File: config.mk
export PLATFORM = sky130hd
export DESIGN_NAME = positional_array_insert_delete_flat
export DESIGN_NICKNAME = d
export VERILOG_FILES = /design/src/rtl/pia_pkg.sv /design/src/rtl/pia_in_if.sv /design/src/rtl/pia_ctrl.sv /design/src/rtl/pia_dpath.sv /design/src/rtl/positional_array_insert_delete.sv /design/src/flat_wrapper.sv
export SDC_FILE = /design/constraint.sdc
export NUM_CORES = 2
export LEC_CHECK = 0
export ABC_AREA = 1
export ABC_CLOCK_PERIOD_IN_PS = 5820
export BUFFER_PORTS_ARGS = -buffer_cell sky130_fd_sc_hd__buf_2
export CAP_MARGIN = 20
export CORE_MARGIN = 2
export CORE_UTILIZATION = 60
export DETAILED_ROUTE_END_ITERATION = 16
export GPL_ROUTABILITY_DRIVEN = 0
export PLACE_DENSITY_LB_ADDON = 0.3
export SLEW_MARGIN = 20
export SYNTH_ARGS = -nofsm -noshare
export SYNTH_HDL_FRONTEND = slang
export SYNTH_SLANG_ARGS = --single-unit
File: constraint.sdc
create_clock -name i_clk -period 5.82 [get_ports i_clk]
set_clock_uncertainty 0.05 [all_clocks]
set_input_delay 0.873 -clock i_clk [delete_from_list [all_inputs] [get_ports i_clk]]
set_output_delay 0.873 -clock i_clk [all_outputs]
set_load 0.02 [all_outputs]
File: src/rtl/pia_pkg.sv
`timescale 1ns / 1ps
`default_nettype none

package pia_pkg;

    localparam int CAPACITY_DEF = 64;
    localparam int ACTION_W     = 3;
    localparam int POS_W        = 6;
    localparam int VALUE_W      = 32;
    localparam int STATUS_W     = 2;

    typedef enum logic [ACTION_W-1:0] {
        ACT_CLEAR  = 3'd0,
        ACT_APPEND = 3'd1,
        ACT_INSERT = 3'd2,
        ACT_DELETE = 3'd3,
        ACT_READ   = 3'd4
    } t_action;

    typedef enum logic [STATUS_W-1:0] {
        ST_OK    = 2'd0,
        ST_RANGE = 2'd1,
        ST_FULL  = 2'd2,
        ST_EMPTY = 2'd3
    } t_status;

    typedef enum logic [1:0] {
        CNT_HOLD,
        CNT_CLEAR,
        CNT_INC,
        CNT_DEC
    } t_cnt_op;

    typedef enum logic [2:0] {
        S_IDLE,
        S_FETCH,
        S_GRAB,
        S_SHIFT,
        S_PLACE,
        S_RESP
    } t_state;

    // controller to datapath
    typedef struct packed {
        logic    accept;  // latch the incoming beat
        logic    rd;      // read the store at the walk pointer and step it
        logic    arm;     // data of this read is written back one slot over
        logic    grab;    // keep the last read data as the result data
        logic    place;   // write the latched value at its slot
        t_cnt_op cnt_op;
        logic    result;  // load the output register
    } t_dp_cmd;

    // datapath to controller
    typedef struct packed {
        t_action in_act;   // action of the offered beat
        logic    in_go;    // offered beat passes its checks and changes or reads state
        t_action act;      // action of the latched item
        logic    more;     // walk pointer has entries left to move
        logic    out_free; // output register can take a result
    } t_dp_stat;

endpackage

`default_nettype wire

File: src/rtl/pia_in_if.sv
`timescale 1ns / 1ps
`default_nettype none

interface pia_in_if;
    logic                      valid;
    logic                      ready;
    logic [2:0]                action;
    logic [5:0]                position;
    logic signed [31:0]        value;

    modport source (output valid, output action, output position, output value, input ready);
    modport sink   (input valid, input action, input position, input value, output ready);
endinterface

interface pia_out_if #(
    parameter int CNT_W = 7
);
    logic                      valid;
    logic                      ready;
    logic signed [31:0]        data_out;
    logic [1:0]                status;
    logic [CNT_W-1:0]          count_out;

    modport source (output valid, output data_out, output status, output count_out, input ready);
    modport sink   (input valid, input data_out, input status, input count_out, output ready);
endinterface

`default_nettype wire

File: src/rtl/pia_ctrl.sv
`timescale 1ns / 1ps
`default_nettype none

module pia_ctrl (
    input  wire                i_clk,
    input  wire                i_rst_n,
    input  wire                i_in_valid,
    output logic               o_in_ready,
    input  pia_pkg::t_dp_stat  i_stat,
    output pia_pkg::t_dp_cmd   o_cmd
);
    import pia_pkg::*;

    t_state r_state;
    t_state n_state;

    always_ff @(posedge i_clk) begin
        if (!i_rst_n) begin
            r_state <= S_IDLE;
        end else begin
            r_state <= n_state;
        end
    end

    always_comb begin
        n_state    = r_state;
        o_in_ready = 1'b0;
        o_cmd      = '{accept: 1'b0, rd: 1'b0, arm: 1'b0, grab: 1'b0, place: 1'b0,
                       cnt_op: CNT_HOLD, result: 1'b0};
        case (r_state)
            S_IDLE: begin
                o_in_ready = 1'b1;
                if (i_in_valid) begin
                    o_cmd.accept = 1'b1;
                    n_state      = S_RESP;
                    if (i_stat.in_go) begin
                        case (i_stat.in_act)
                            ACT_CLEAR:  o_cmd.cnt_op = CNT_CLEAR;
                            ACT_APPEND: n_state = S_PLACE;
                            ACT_INSERT: n_state = S_SHIFT;
                            ACT_DELETE: n_state = S_FETCH;
                            ACT_READ:   n_state = S_FETCH;
                            default:    n_state = S_RESP;
                        endcase
                    end
                end
            end
            S_FETCH: begin
                o_cmd.rd = 1'b1;
                n_state  = S_GRAB;
            end
            S_GRAB: begin
                o_cmd.grab = 1'b1;
                n_state    = (i_stat.act == ACT_READ) ? S_RESP : S_SHIFT;
            end
            S_SHIFT: begin
                if (i_stat.more) begin
                    o_cmd.rd  = 1'b1;
                    o_cmd.arm = 1'b1;
                end else if (i_stat.act == ACT_INSERT) begin
                    // last pending move drains this cycle
                    n_state = S_PLACE;
                end else begin
                    o_cmd.cnt_op = CNT_DEC;
                    n_state      = S_RESP;
                end
            end
            S_PLACE: begin
                o_cmd.place  = 1'b1;
                o_cmd.cnt_op = CNT_INC;
                n_state      = S_RESP;
            end
            S_RESP: begin
                if (i_stat.out_free) begin
                    o_cmd.result = 1'b1;
                    n_state      = S_IDLE;
                end
            end
            default: begin
                n_state = S_IDLE;
            end
        endcase
    end

endmodule

`default_nettype wire

File: src/rtl/pia_dpath.sv
`timescale 1ns / 1ps
`default_nettype none

module pia_dpath #(
    parameter int CAPACITY = pia_pkg::CAPACITY_DEF,
    parameter int CNT_W    = $clog2(CAPACITY + 1)
) (
    input  wire                       i_clk,
    input  wire                       i_rst_n,
    input  pia_pkg::t_dp_cmd          i_cmd,
    output pia_pkg::t_dp_stat         o_stat,
    input  wire [2:0]                 i_action,
    input  wire [5:0]                 i_position,
    input  wire signed [31:0]         i_value,
    input  wire                       i_out_ready,
    output logic                      o_out_valid,
    output logic signed [31:0]        o_data_out,
    output logic [1:0]                o_status,
    output logic [CNT_W-1:0]          o_count_out
);
    import pia_pkg::*;

    localparam int ADDR_W = $clog2(CAPACITY);
    localparam int CMP_W  = (CNT_W > POS_W) ? CNT_W : POS_W;

    logic signed [VALUE_W-1:0] r_mem [CAPACITY];

    logic [CNT_W-1:0]          r_count;
    logic [CNT_W-1:0]          r_idx;
    logic [CNT_W-1:0]          r_pos;
    logic [CNT_W-1:0]          r_place;
    t_action                   r_act;
    t_status                   r_status;
    logic signed [VALUE_W-1:0] r_value;
    logic signed [VALUE_W-1:0] r_data;
    logic signed [VALUE_W-1:0] r_rd_data;
    logic                      r_wr_vld;
    logic [ADDR_W-1:0]         r_wr_addr;
    logic                      r_out_vld;
    logic signed [VALUE_W-1:0] r_out_data;
    t_status                   r_out_status;
    logic [CNT_W-1:0]          r_out_count;

    t_action                   in_act;
    t_status                   in_status;
    logic                      in_go;
    logic                      full;
    logic                      empty;
    logic                      in_range;
    logic                      ins;
    logic [CNT_W-1:0]          idx_dn;
    logic [CNT_W-1:0]          idx_up;
    logic [ADDR_W-1:0]         rd_addr;

    // checks on the offered beat
    always_comb begin
        in_act   = t_action'(i_action);
        full     = (r_count == CNT_W'(CAPACITY));
        empty    = (r_count == '0);
        in_range = (CMP_W'(i_position) < CMP_W'(r_count));
        in_status = ST_OK;
        in_go     = 1'b0;
        case (in_act)
            ACT_CLEAR: begin
                in_go = 1'b1;
            end
            ACT_APPEND: begin
                if (full) in_status = ST_FULL;
                else      in_go     = 1'b1;
            end
            ACT_INSERT: begin
                if (full)           in_status = ST_FULL;
                else if (!in_range) in_status = ST_RANGE;
                else                in_go     = 1'b1;
            end
            ACT_DELETE, ACT_READ: begin
                if (empty)          in_status = ST_EMPTY;
                else if (!in_range) in_status = ST_RANGE;
                else                in_go     = 1'b1;
            end
            default: begin
                in_go = 1'b0;
            end
        endcase
    end

    // insert walks down from the count, delete walks up from the position
    assign ins     = (r_act == ACT_INSERT);
    assign idx_dn  = r_idx - 1'b1;
    assign idx_up  = r_idx + 1'b1;
    assign rd_addr = ins ? idx_dn[ADDR_W-1:0] : r_idx[ADDR_W-1:0];

    assign o_stat = '{in_act: in_act, in_go: in_go, act: r_act,
                      more: ins ? (r_idx > r_pos) : (r_idx < r_count),
                      out_free: !r_out_vld || i_out_ready};

    // item registers and walk pointer
    always_ff @(posedge i_clk) begin
        if (i_cmd.accept) begin
            r_act    <= in_act;
            r_status <= in_status;
            r_value  <= i_value;
            r_pos    <= CNT_W'(i_position);
            r_place  <= (in_act == ACT_APPEND) ? r_count : CNT_W'(i_position);
            r_idx    <= (in_act == ACT_INSERT) ? r_count : CNT_W'(i_position);
        end else if (i_cmd.rd) begin
            r_idx <= ins ? idx_dn : idx_up;
        end
        if (i_cmd.accept) begin
            r_data <= '0;
        end else if (i_cmd.grab) begin
            r_data <= r_rd_data;
        end
    end

    // store: one registered read and one write a cycle
    always_ff @(posedge i_clk) begin
        if (i_cmd.rd) begin
            r_rd_data <= r_mem[rd_addr];
        end
        if (r_wr_vld) begin
            r_mem[r_wr_addr] <= r_rd_data;
        end else if (i_cmd.place) begin
            r_mem[r_place[ADDR_W-1:0]] <= r_value;
        end
    end

    always_ff @(posedge i_clk) begin
        r_wr_addr <= ins ? r_idx[ADDR_W-1:0] : idx_dn[ADDR_W-1:0];
        if (!i_rst_n) begin
            r_wr_vld <= 1'b0;
        end else begin
            r_wr_vld <= i_cmd.rd && i_cmd.arm;
        end
    end

    always_ff @(posedge i_clk) begin
        if (!i_rst_n) begin
            r_count <= '0;
        end else begin
            case (i_cmd.cnt_op)
                CNT_CLEAR: r_count <= '0;
                CNT_INC:   r_count <= r_count + 1'b1;
                CNT_DEC:   r_count <= r_count - 1'b1;
                default:   r_count <= r_count;
            endcase
        end
    end

    // output register
    always_ff @(posedge i_clk) begin
        if (!i_rst_n) begin
            r_out_vld <= 1'b0;
        end else if (i_cmd.result) begin
            r_out_vld <= 1'b1;
        end else if (i_out_ready) begin
            r_out_vld <= 1'b0;
        end
        if (i_cmd.result) begin
            r_out_data   <= r_data;
            r_out_status <= r_status;
            r_out_count  <= r_count;
        end
    end

    assign o_out_valid = r_out_vld;
    assign o_data_out  = r_out_data;
    assign o_status    = r_out_status;
    assign o_count_out = r_out_count;

endmodule

`default_nettype wire

File: src/rtl/positional_array_insert_delete.sv
`timescale 1ns / 1ps
`default_nettype none

// ordered array of signed 32-bit entries with clear, append, insert, delete and read
// input channel i_in: one beat holds action, position and value
// output channel o_out: one beat per input beat with data_out, status and count_out
// data_out carries the deleted or read entry and is zero otherwise
// errors (full, empty, bad position) leave the array and count untouched
// entries are moved one at a time, since the store has one read and one write port
// one item is in work at a time; a new beat is taken once the last result
//   sits in the output register, even if the receiver has not taken it yet
// when the receiver stalls the result holds in the output register and the
//   next item waits after its work is done, before loading its result
// reset empties the array (count zero) and drops any pending result;
//   store contents are not cleared and need no clearing pass
module positional_array_insert_delete #(
    parameter int CAPACITY = pia_pkg::CAPACITY_DEF,
    parameter int CNT_W    = $clog2(CAPACITY + 1)
) (
    input  wire     i_clk,
    input  wire     i_rst_n,
    pia_in_if.sink  i_in,
    pia_out_if.source o_out
);
    import pia_pkg::*;

    t_dp_cmd  cmd;
    t_dp_stat stat;

    // sequencer: accept, walk the store, place, respond
    pia_ctrl u_ctrl (
        .i_clk      (i_clk),
        .i_rst_n    (i_rst_n),
        .i_in_valid (i_in.valid),
        .o_in_ready (i_in.ready),
        .i_stat     (stat),
        .o_cmd      (cmd)
    );

    // store, count, item registers and output register
    pia_dpath #(
        .CAPACITY (CAPACITY),
        .CNT_W    (CNT_W)
    ) u_dpath (
        .i_clk       (i_clk),
        .i_rst_n     (i_rst_n),
        .i_cmd       (cmd),
        .o_stat      (stat),
        .i_action    (i_in.action),
        .i_position  (i_in.position),
        .i_value     (i_in.value),
        .i_out_ready (o_out.ready),
        .o_out_valid (o_out.valid),
        .o_data_out  (o_out.data_out),
        .o_status    (o_out.status),
        .o_count_out (o_out.count_out)
    );

endmodule

`default_nettype wire
File: src/flat_wrapper.sv
// flat-port wrapper written by rule: the top's interface ports become plain ports
module positional_array_insert_delete_flat import pia_pkg::*;
#(
    parameter int CAPACITY = pia_pkg::CAPACITY_DEF,
    parameter int CNT_W    = $clog2(CAPACITY + 1)
)
  (i_clk, i_rst_n, i_in_valid, i_in_action, i_in_position, i_in_value, i_in_ready, o_out_valid, o_out_data_out, o_out_status, o_out_count_out, o_out_ready);
  pia_in_if i_in_i ();
  pia_out_if #(.CNT_W(CNT_W)) o_out_i ();
  input  wire i_clk;
  input  wire i_rst_n;
  input wire logic [$bits(i_in_i.valid)-1:0] i_in_valid;
  input wire logic [$bits(i_in_i.action)-1:0] i_in_action;
  input wire logic [$bits(i_in_i.position)-1:0] i_in_position;
  input wire logic [$bits(i_in_i.value)-1:0] i_in_value;
  output wire logic [$bits(i_in_i.ready)-1:0] i_in_ready;
  output wire logic [$bits(o_out_i.valid)-1:0] o_out_valid;
  output wire logic [$bits(o_out_i.data_out)-1:0] o_out_data_out;
  output wire logic [$bits(o_out_i.status)-1:0] o_out_status;
  output wire logic [$bits(o_out_i.count_out)-1:0] o_out_count_out;
  input wire logic [$bits(o_out_i.ready)-1:0] o_out_ready;
  assign i_in_i.valid = i_in_valid;
  assign i_in_i.action = i_in_action;
  assign i_in_i.position = i_in_position;
  assign i_in_i.value = i_in_value;
  assign i_in_ready = i_in_i.ready;
  assign o_out_valid = o_out_i.valid;
  assign o_out_data_out = o_out_i.data_out;
  assign o_out_status = o_out_i.status;
  assign o_out_count_out = o_out_i.count_out;
  assign o_out_i.ready = o_out_ready;
  positional_array_insert_delete #(.CAPACITY(CAPACITY), .CNT_W(CNT_W)) u_core (.i_clk(i_clk), .i_rst_n(i_rst_n), .i_in(i_in_i), .o_out(o_out_i));
endmodule
# After elaboration in Yosys (flattened, before gate mapping)

Memory sizes are Yosys's and may differ from the RTL's. A register that Yosys moved wholly into a read port is not among the register bits.
Index checks and enable logic that the tools add are counted.

Register bits: 147
RAM bits: 2048
Bits of input ports: 45
Word-level logic and storage cells: 106
Memories kept: 1

Add/subtract/negate cells: 4
Order comparisons: 3
Equal/unequal tests: 18
Mux-type cells: 53
Reductions and logical operators: 12

Memories:

| name                 | depth | bits a word | rd ports | clocked after memory_dff | write ports | line            | source |
|---|---|---|---|---|---|---|---|
| u_core.u_dpath.r_mem | 64    | 32          | 1        | 1                        | 1           | pia_dpath.sv:26 | `logic signed [VALUE_W-1:0] r_mem [CAPACITY];` |

Operators by type and width:

| operator              | count |
|---|---|
| $mux W32              | 1 |
| $reduce_or A32 Y1     | 1 |
| $mux W7               | 4 |
| $mux W1               | 26 |
| $mux W6               | 4 |
| $pmux W7 S3           | 1 |
| $pmux W3 S6           | 1 |
| $eq A3 B2 Y1 const B  | 5 |
| $mux W3               | 5 |
| $add A7 B1 Y7 const B | 2 |
| $sub A7 B1 Y7 const B | 2 |
| $eq A3 B3 Y1 const B  | 4 |
| $mux W2               | 6 |
| $pmux W2 S3           | 2 |
| $pmux W3 S3           | 1 |
| $eq A7 B7 Y1 const B  | 1 |
| $gt A7 B6 Y1          | 1 |
| $logic_not A7 Y1      | 1 |
| $lt A6 B7 Y1          | 1 |
| $lt A7 B7 Y1          | 1 |
| $eq A3 B1 Y1 const B  | 2 |
| $logic_not A3 Y1      | 2 |
| $eq A2 B2 Y1 const B  | 2 |
| $ne A2 B2 Y1 const B  | 2 |
| 11 further kinds      | 12 |

# Longest topological paths before layout

Depth after elaboration: 9
Depth in mapped cells: 17
Gate-level depth less buffers: 17

# Cells and area by module

A second synthesis with hierarchy kept.

Cells, all modules: 9058
Area, all modules: 96224.8 um^2

Modules (own cells, without submodules):

| module    | times used | cells an instance | area each (um^2) | sequential area each (um^2) |
|---|---|---|---|---|
| pia_dpath | 1          | 8989              | 95874.5          | 66313.6 |
| pia_ctrl  | 1          | 69                | 350.3            | 60.1 |

# Worst setup path after synthesis

Ideal clock, no wire load.

Kind: input port to flip-flop
Start: in o_out_ready
End: reg u_core.u_dpath.r_out_count[0] (netlist: u_core.u_dpath.o_count_out[0]), enable pin
Arrival: 4.827 ns
Data required time: 5.228 ns
Setup slack: 0.401 ns
Stages: 2
Cell sequence: nor2_1 -> nor4_1

RTL lines:

| item                   | line               | source |
|---|---|---|
| start: declaration     | flat_wrapper.sv:21 | `input wire logic [$bits(o_out_i.ready)-1:0] o_out_ready;` |
| end signal: assignment | pia_dpath.sv:162   | `r_out_count <= r_count;` |
| end: declaration       | pia_dpath.sv:42    | `logic [CNT_W-1:0] r_out_count;` |

# Final worst setup path

Start: reg u_core.u_dpath.r_act[0]
End: reg u_core.u_dpath.r_rd_data[2], read port of u_core.u_dpath.r_mem, data pin

Cells in the longest elaborated chain, start to end: 4

RTL lines:

| item                     | line             | source |
|---|---|---|
| start: declaration       | pia_dpath.sv:32  | `t_action r_act;` |
| start signal: assignment | pia_dpath.sv:100 | `r_act <= in_act;` |
| $eq A3 B2 Y1 (*)         | pia_dpath.sv:88  | `assign ins = (r_act == ACT_INSERT);` |
| $mux W1                  | pia_dpath.sv:94  | `more: ins ? (r_idx > r_pos) : (r_idx < r_count),` |
| $mux W2                  | pia_ctrl.sv:57   | `if (i_stat.more) begin` |
| $pmux W1 S2              | pia_ctrl.sv:30   | `case (r_state)` |
| end: declaration         | pia_dpath.sv:36  | `logic signed [VALUE_W-1:0] r_rd_data;` |

Mark *: on every way between the ends. The rest lies on a longest branch, timed or not.
A chain may end at the register's enable or synchronous reset.

==> results.tsv <==
metric	value	unit
worstPathBufferInverterCount	3	
ir_drop	0.000806	V
grt_max_degree	167	
cp_common_cell	nand2_1	
cts-root-buf	clkbuf_16	
path_cells	inv_1, nand3_2, ha_4, inv_8, buf_4, nand2_1, nand2_1, nand3b_1, nand3_1, nand2_1, nand2_1, nand3_1, nand3_1, nand2_1	
hpwl	157	mm
cts_setup_buffers	0	
postCtsHoldBufs	0	
max_slew_margin	0.122	
yosys.area.top_type	edfxtp_1	
fin_tns_setup	0	ps
p_leak	37.7	nW
hold-path-endpoint	u_core.u_dpath.r_value[5]$_DFFE_PP_	
yosys-top-cells-count	2405 x nand2_1, 2177 x edfxtp_1, 1176 x nand3_1	
ant_nets	0	
vias	63100	
syn_area	93300	um^2
grt_use_total	0.339	
post-route-period-util	0.842	
fin_util	0.671	
syn_nets	7682	
start_kind	flop	
synth_top_flop_cell	edfxtp_1	
grt_overflow_total	0	
fin_crit	4900	ps
power_density	624	nW/um^2
wl_per_cell	27.7	um
worstPathMaxFanout	109	
drive_above_1_share	0.0929	
worst_pin_slew	1320	ps
yosysMostFrequentCell	nand2_1	
cp-end-kind	flop	
insertion_delay	860	ps
p_sw	28.1	mW
crit_required	6380	ps
ys_seq_area_frac	0.711	
placed_area	96500	um^2
arrival	5460	ps
die_w	398	um
synth_warnings	0	
htreeDepth	4	
yosysUniqueCellTypes	47	
synth_edf_count	2177	
hold_depth	1	
initial_core_util	0.605	
cts_resized	0	
hold_class	in -> reg	
grt_pass1_wl	392	mm
clk_pin_slew	70	ps
setup_viol	0	
reg2reg_setup_slack	920	ps
netlist.area_leader.share	0.701	
coreArea	154000	um^2
syn_inst	7610	
slowest_delay	850	ps
cap_violations	0	
ioPinCount	88	
drc	0	
rows	144	
critPathKind	reg -> reg	
drt_iter0_markers	10400	
cts_made_buffers	214	
postSynth.asyncResetShare	0	
viasPerCell	6.41	
numPortBuffers	87	
power_frac_comb	0.439	
tritoncts	done	
placedCellCount	9442	
min_from	i_in_value[5]	
reg2regPathDepth	14	
power_frac_seq	0.345	
netlist_top_cells_area	edfxtp_1 70%, nand2_1 9.7%, nand3_1 6.3%	
layout.cells.non_filler	9841	
finalMaxSlewViolations	0	
finalWirelength	272	mm
ys_ff_latch	2227	
hold_viol	0	
clk_path_buf_depth	3	
timing.rr.end	u_core.u_dpath.r_rd_data[2]$_DFFE_PP_	
firstDrtPassIters	8	
die-area	159000	um^2
rsz0062_at_grt	false	
die_h	398	um
status	finished clean	
r2r-start	u_core.u_dpath.r_act[0]$_DFFE_PP_	
antenna_found_initial	7	
clock-sinks	2227	
grt_pass1_vias	59400	
critPathTopFamily	simple AND/OR/NAND/NOR gates	
fin_hold_ws	136	ps
fin_area	104000	um^2
p_clk_frac	0.216	
nets	7687	
swShare	0.435	
p_int	36.5	mW
fillCellCount	10600	
area_delta_synth_final	11.0	%
fmax	204	MHz
cpMaxStageDelayCell	ha_4	
synth.avg_cell_area	12.3	um^2
cell usage in the layout (no fill, tap or decap), types with 4 or more instances in the layout:
cell type / synthesis / layout
ha_1: 26 / 25
mux2_4: 0 / 4
nor3_1: 12 / 10
buf_12: 0 / 35
nand4_1: 10 / 10
inv_1: 62 / 62
edfxtp_1: 2177 / 2177
inv_2: 9 / 7
buf_4: 25 / 159
mux2_2: 32 / 28
mux2i_1: 225 / 225
a21boi_0: 447 / 447
clkinvlp_4: 0 / 6
a21oi_1: 50 / 50
dfxtp_1: 50 / 50
nor3_2: 3 / 5
nor2_4: 1 / 64
clkinv_2: 0 / 45
xor2_1: 4 / 4
diode_2: 0 / 4
nand3b_1: 201 / 201
nor2_1: 96 / 33
nand3_1: 1176 / 1176
nand2_1: 2405 / 2404
clkbuf_16: 0 / 219
clkbuf_1: 173 / 37
buf_2: 265 / 87
clkinv_1: 1 / 49
and2_0: 60 / 60
bufinv_16: 0 / 23
o21ai_0: 31 / 31
clkinv_8: 0 / 6
o21ai_2: 6 / 4
registers in the layout (all words and copies together) (netlist names), 7 cells and up:
signal and count:
u_core.u_dpath.o_data_out 32, u_core.u_dpath.r_idx 7, u_core.u_dpath.r_value 32, u_core.u_dpath.r_count 7
u_core.u_dpath.o_count_out 7, u_core.u_dpath.r_data 32, u_core.u_dpath.r_rd_data 32, u_core.u_dpath.r_mem 2048
per-layer routing:
layer	GRT usage	part of all wire
met5	0	0
met2	0.489	0.43
met1	0.469	0.36
met4	0.165	0.055
met3	0.108	0.15
cell type report:
| class | count | area [um^2] | area share |
|---|---|---|---|
| antenna | 4 | 10.0 | 0.0000967 |
| clock buffer | 258 | 5650 | 0.0545 |
| clock inverter | 136 | 1370 | 0.0133 |
| inverter | 72 | 280 | 0.00271 |
| multi-input combinational | 4818 | 25000 | 0.241 |
| sequential | 2227 | 66400 | 0.641 |
| tap | 2044 | 2560 | 0.0247 |
| timing repair buffer | 282 | 2360 | 0.0228 |
power by group through the flow:
stage                     clock network, mW  logic, mW  registers (mW)
after floorplan                           0       15.8            22.4
after global placement                    0       26.6            22.5
after detailed placement                  0       27.0            22.6
after CTS                              13.9       27.2            22.2
after global routing                   14.6       29.6            22.3
final                                  13.9       28.4            22.3
metrics by stage:
step,power (mW),worst slack [ps]
3_5_place_dp,49.6,1300
3_3_place_gp,49.2,1320
2_1_floorplan,38.2,401
5_1_grt,66.4,875
6_report,64.6,919
4_1_cts,63.4,1170
cells by family after synthesis:
logic type / count (synthesis) / synth area share
flip-flops: 2227 / 0.711
multiplexers: 257 / 0.0280
XOR/XNOR: 4 / 0.000375
adder cells (fa/ha/maj): 27 / 0.00370
AND/OR/NAND/NOR: 3979 / 0.187
buffers and inverters: 565 / 0.0275
AO/OA/AOI/OAI: 551 / 0.0421
worst register-to-register path: stages, from the launching register on:
cell      delay [ps]
edfxtp_1         420
inv_1            130
nand3_2          390
ha_4             850
inv_8            370
buf_4            610
nand2_1          110
nand2_1           50
nand3b_1         140
nand3_1          230
nand2_1          110
nand2_1          160
nand3_1          460
nand3_1          430
nand2_1          120
how the worst max path moves through the flow:
stage,startpoint,endpoint,slack [ps],cells past startpoint
final,u_core.u_dpath.r_act[0]$_DFFE_PP_,u_core.u_dpath.r_rd_data[2]$_DFFE_PP_,920,14
after floorplan,o_out_ready,u_core.u_dpath.o_count_out[0]$_DFFE_PP_,400,2
after global placement,u_core.u_dpath.r_act[2]$_DFFE_PP_,u_core.u_dpath.r_rd_data[30]$_DFFE_PP_,1320,14
after CTS,u_core.u_dpath.r_act[0]$_DFFE_PP_,u_core.u_dpath.r_rd_data[30]$_DFFE_PP_,1170,14
after global routing,u_core.u_dpath.r_act[2]$_DFFE_PP_,u_core.u_dpath.r_rd_data[30]$_DFFE_PP_,880,14
after detailed placement,u_core.u_dpath.r_act[2]$_DFFE_PP_,u_core.u_dpath.r_rd_data[30]$_DFFE_PP_,1300,14
Note: power is estimated with default switching activity, not from simulation.
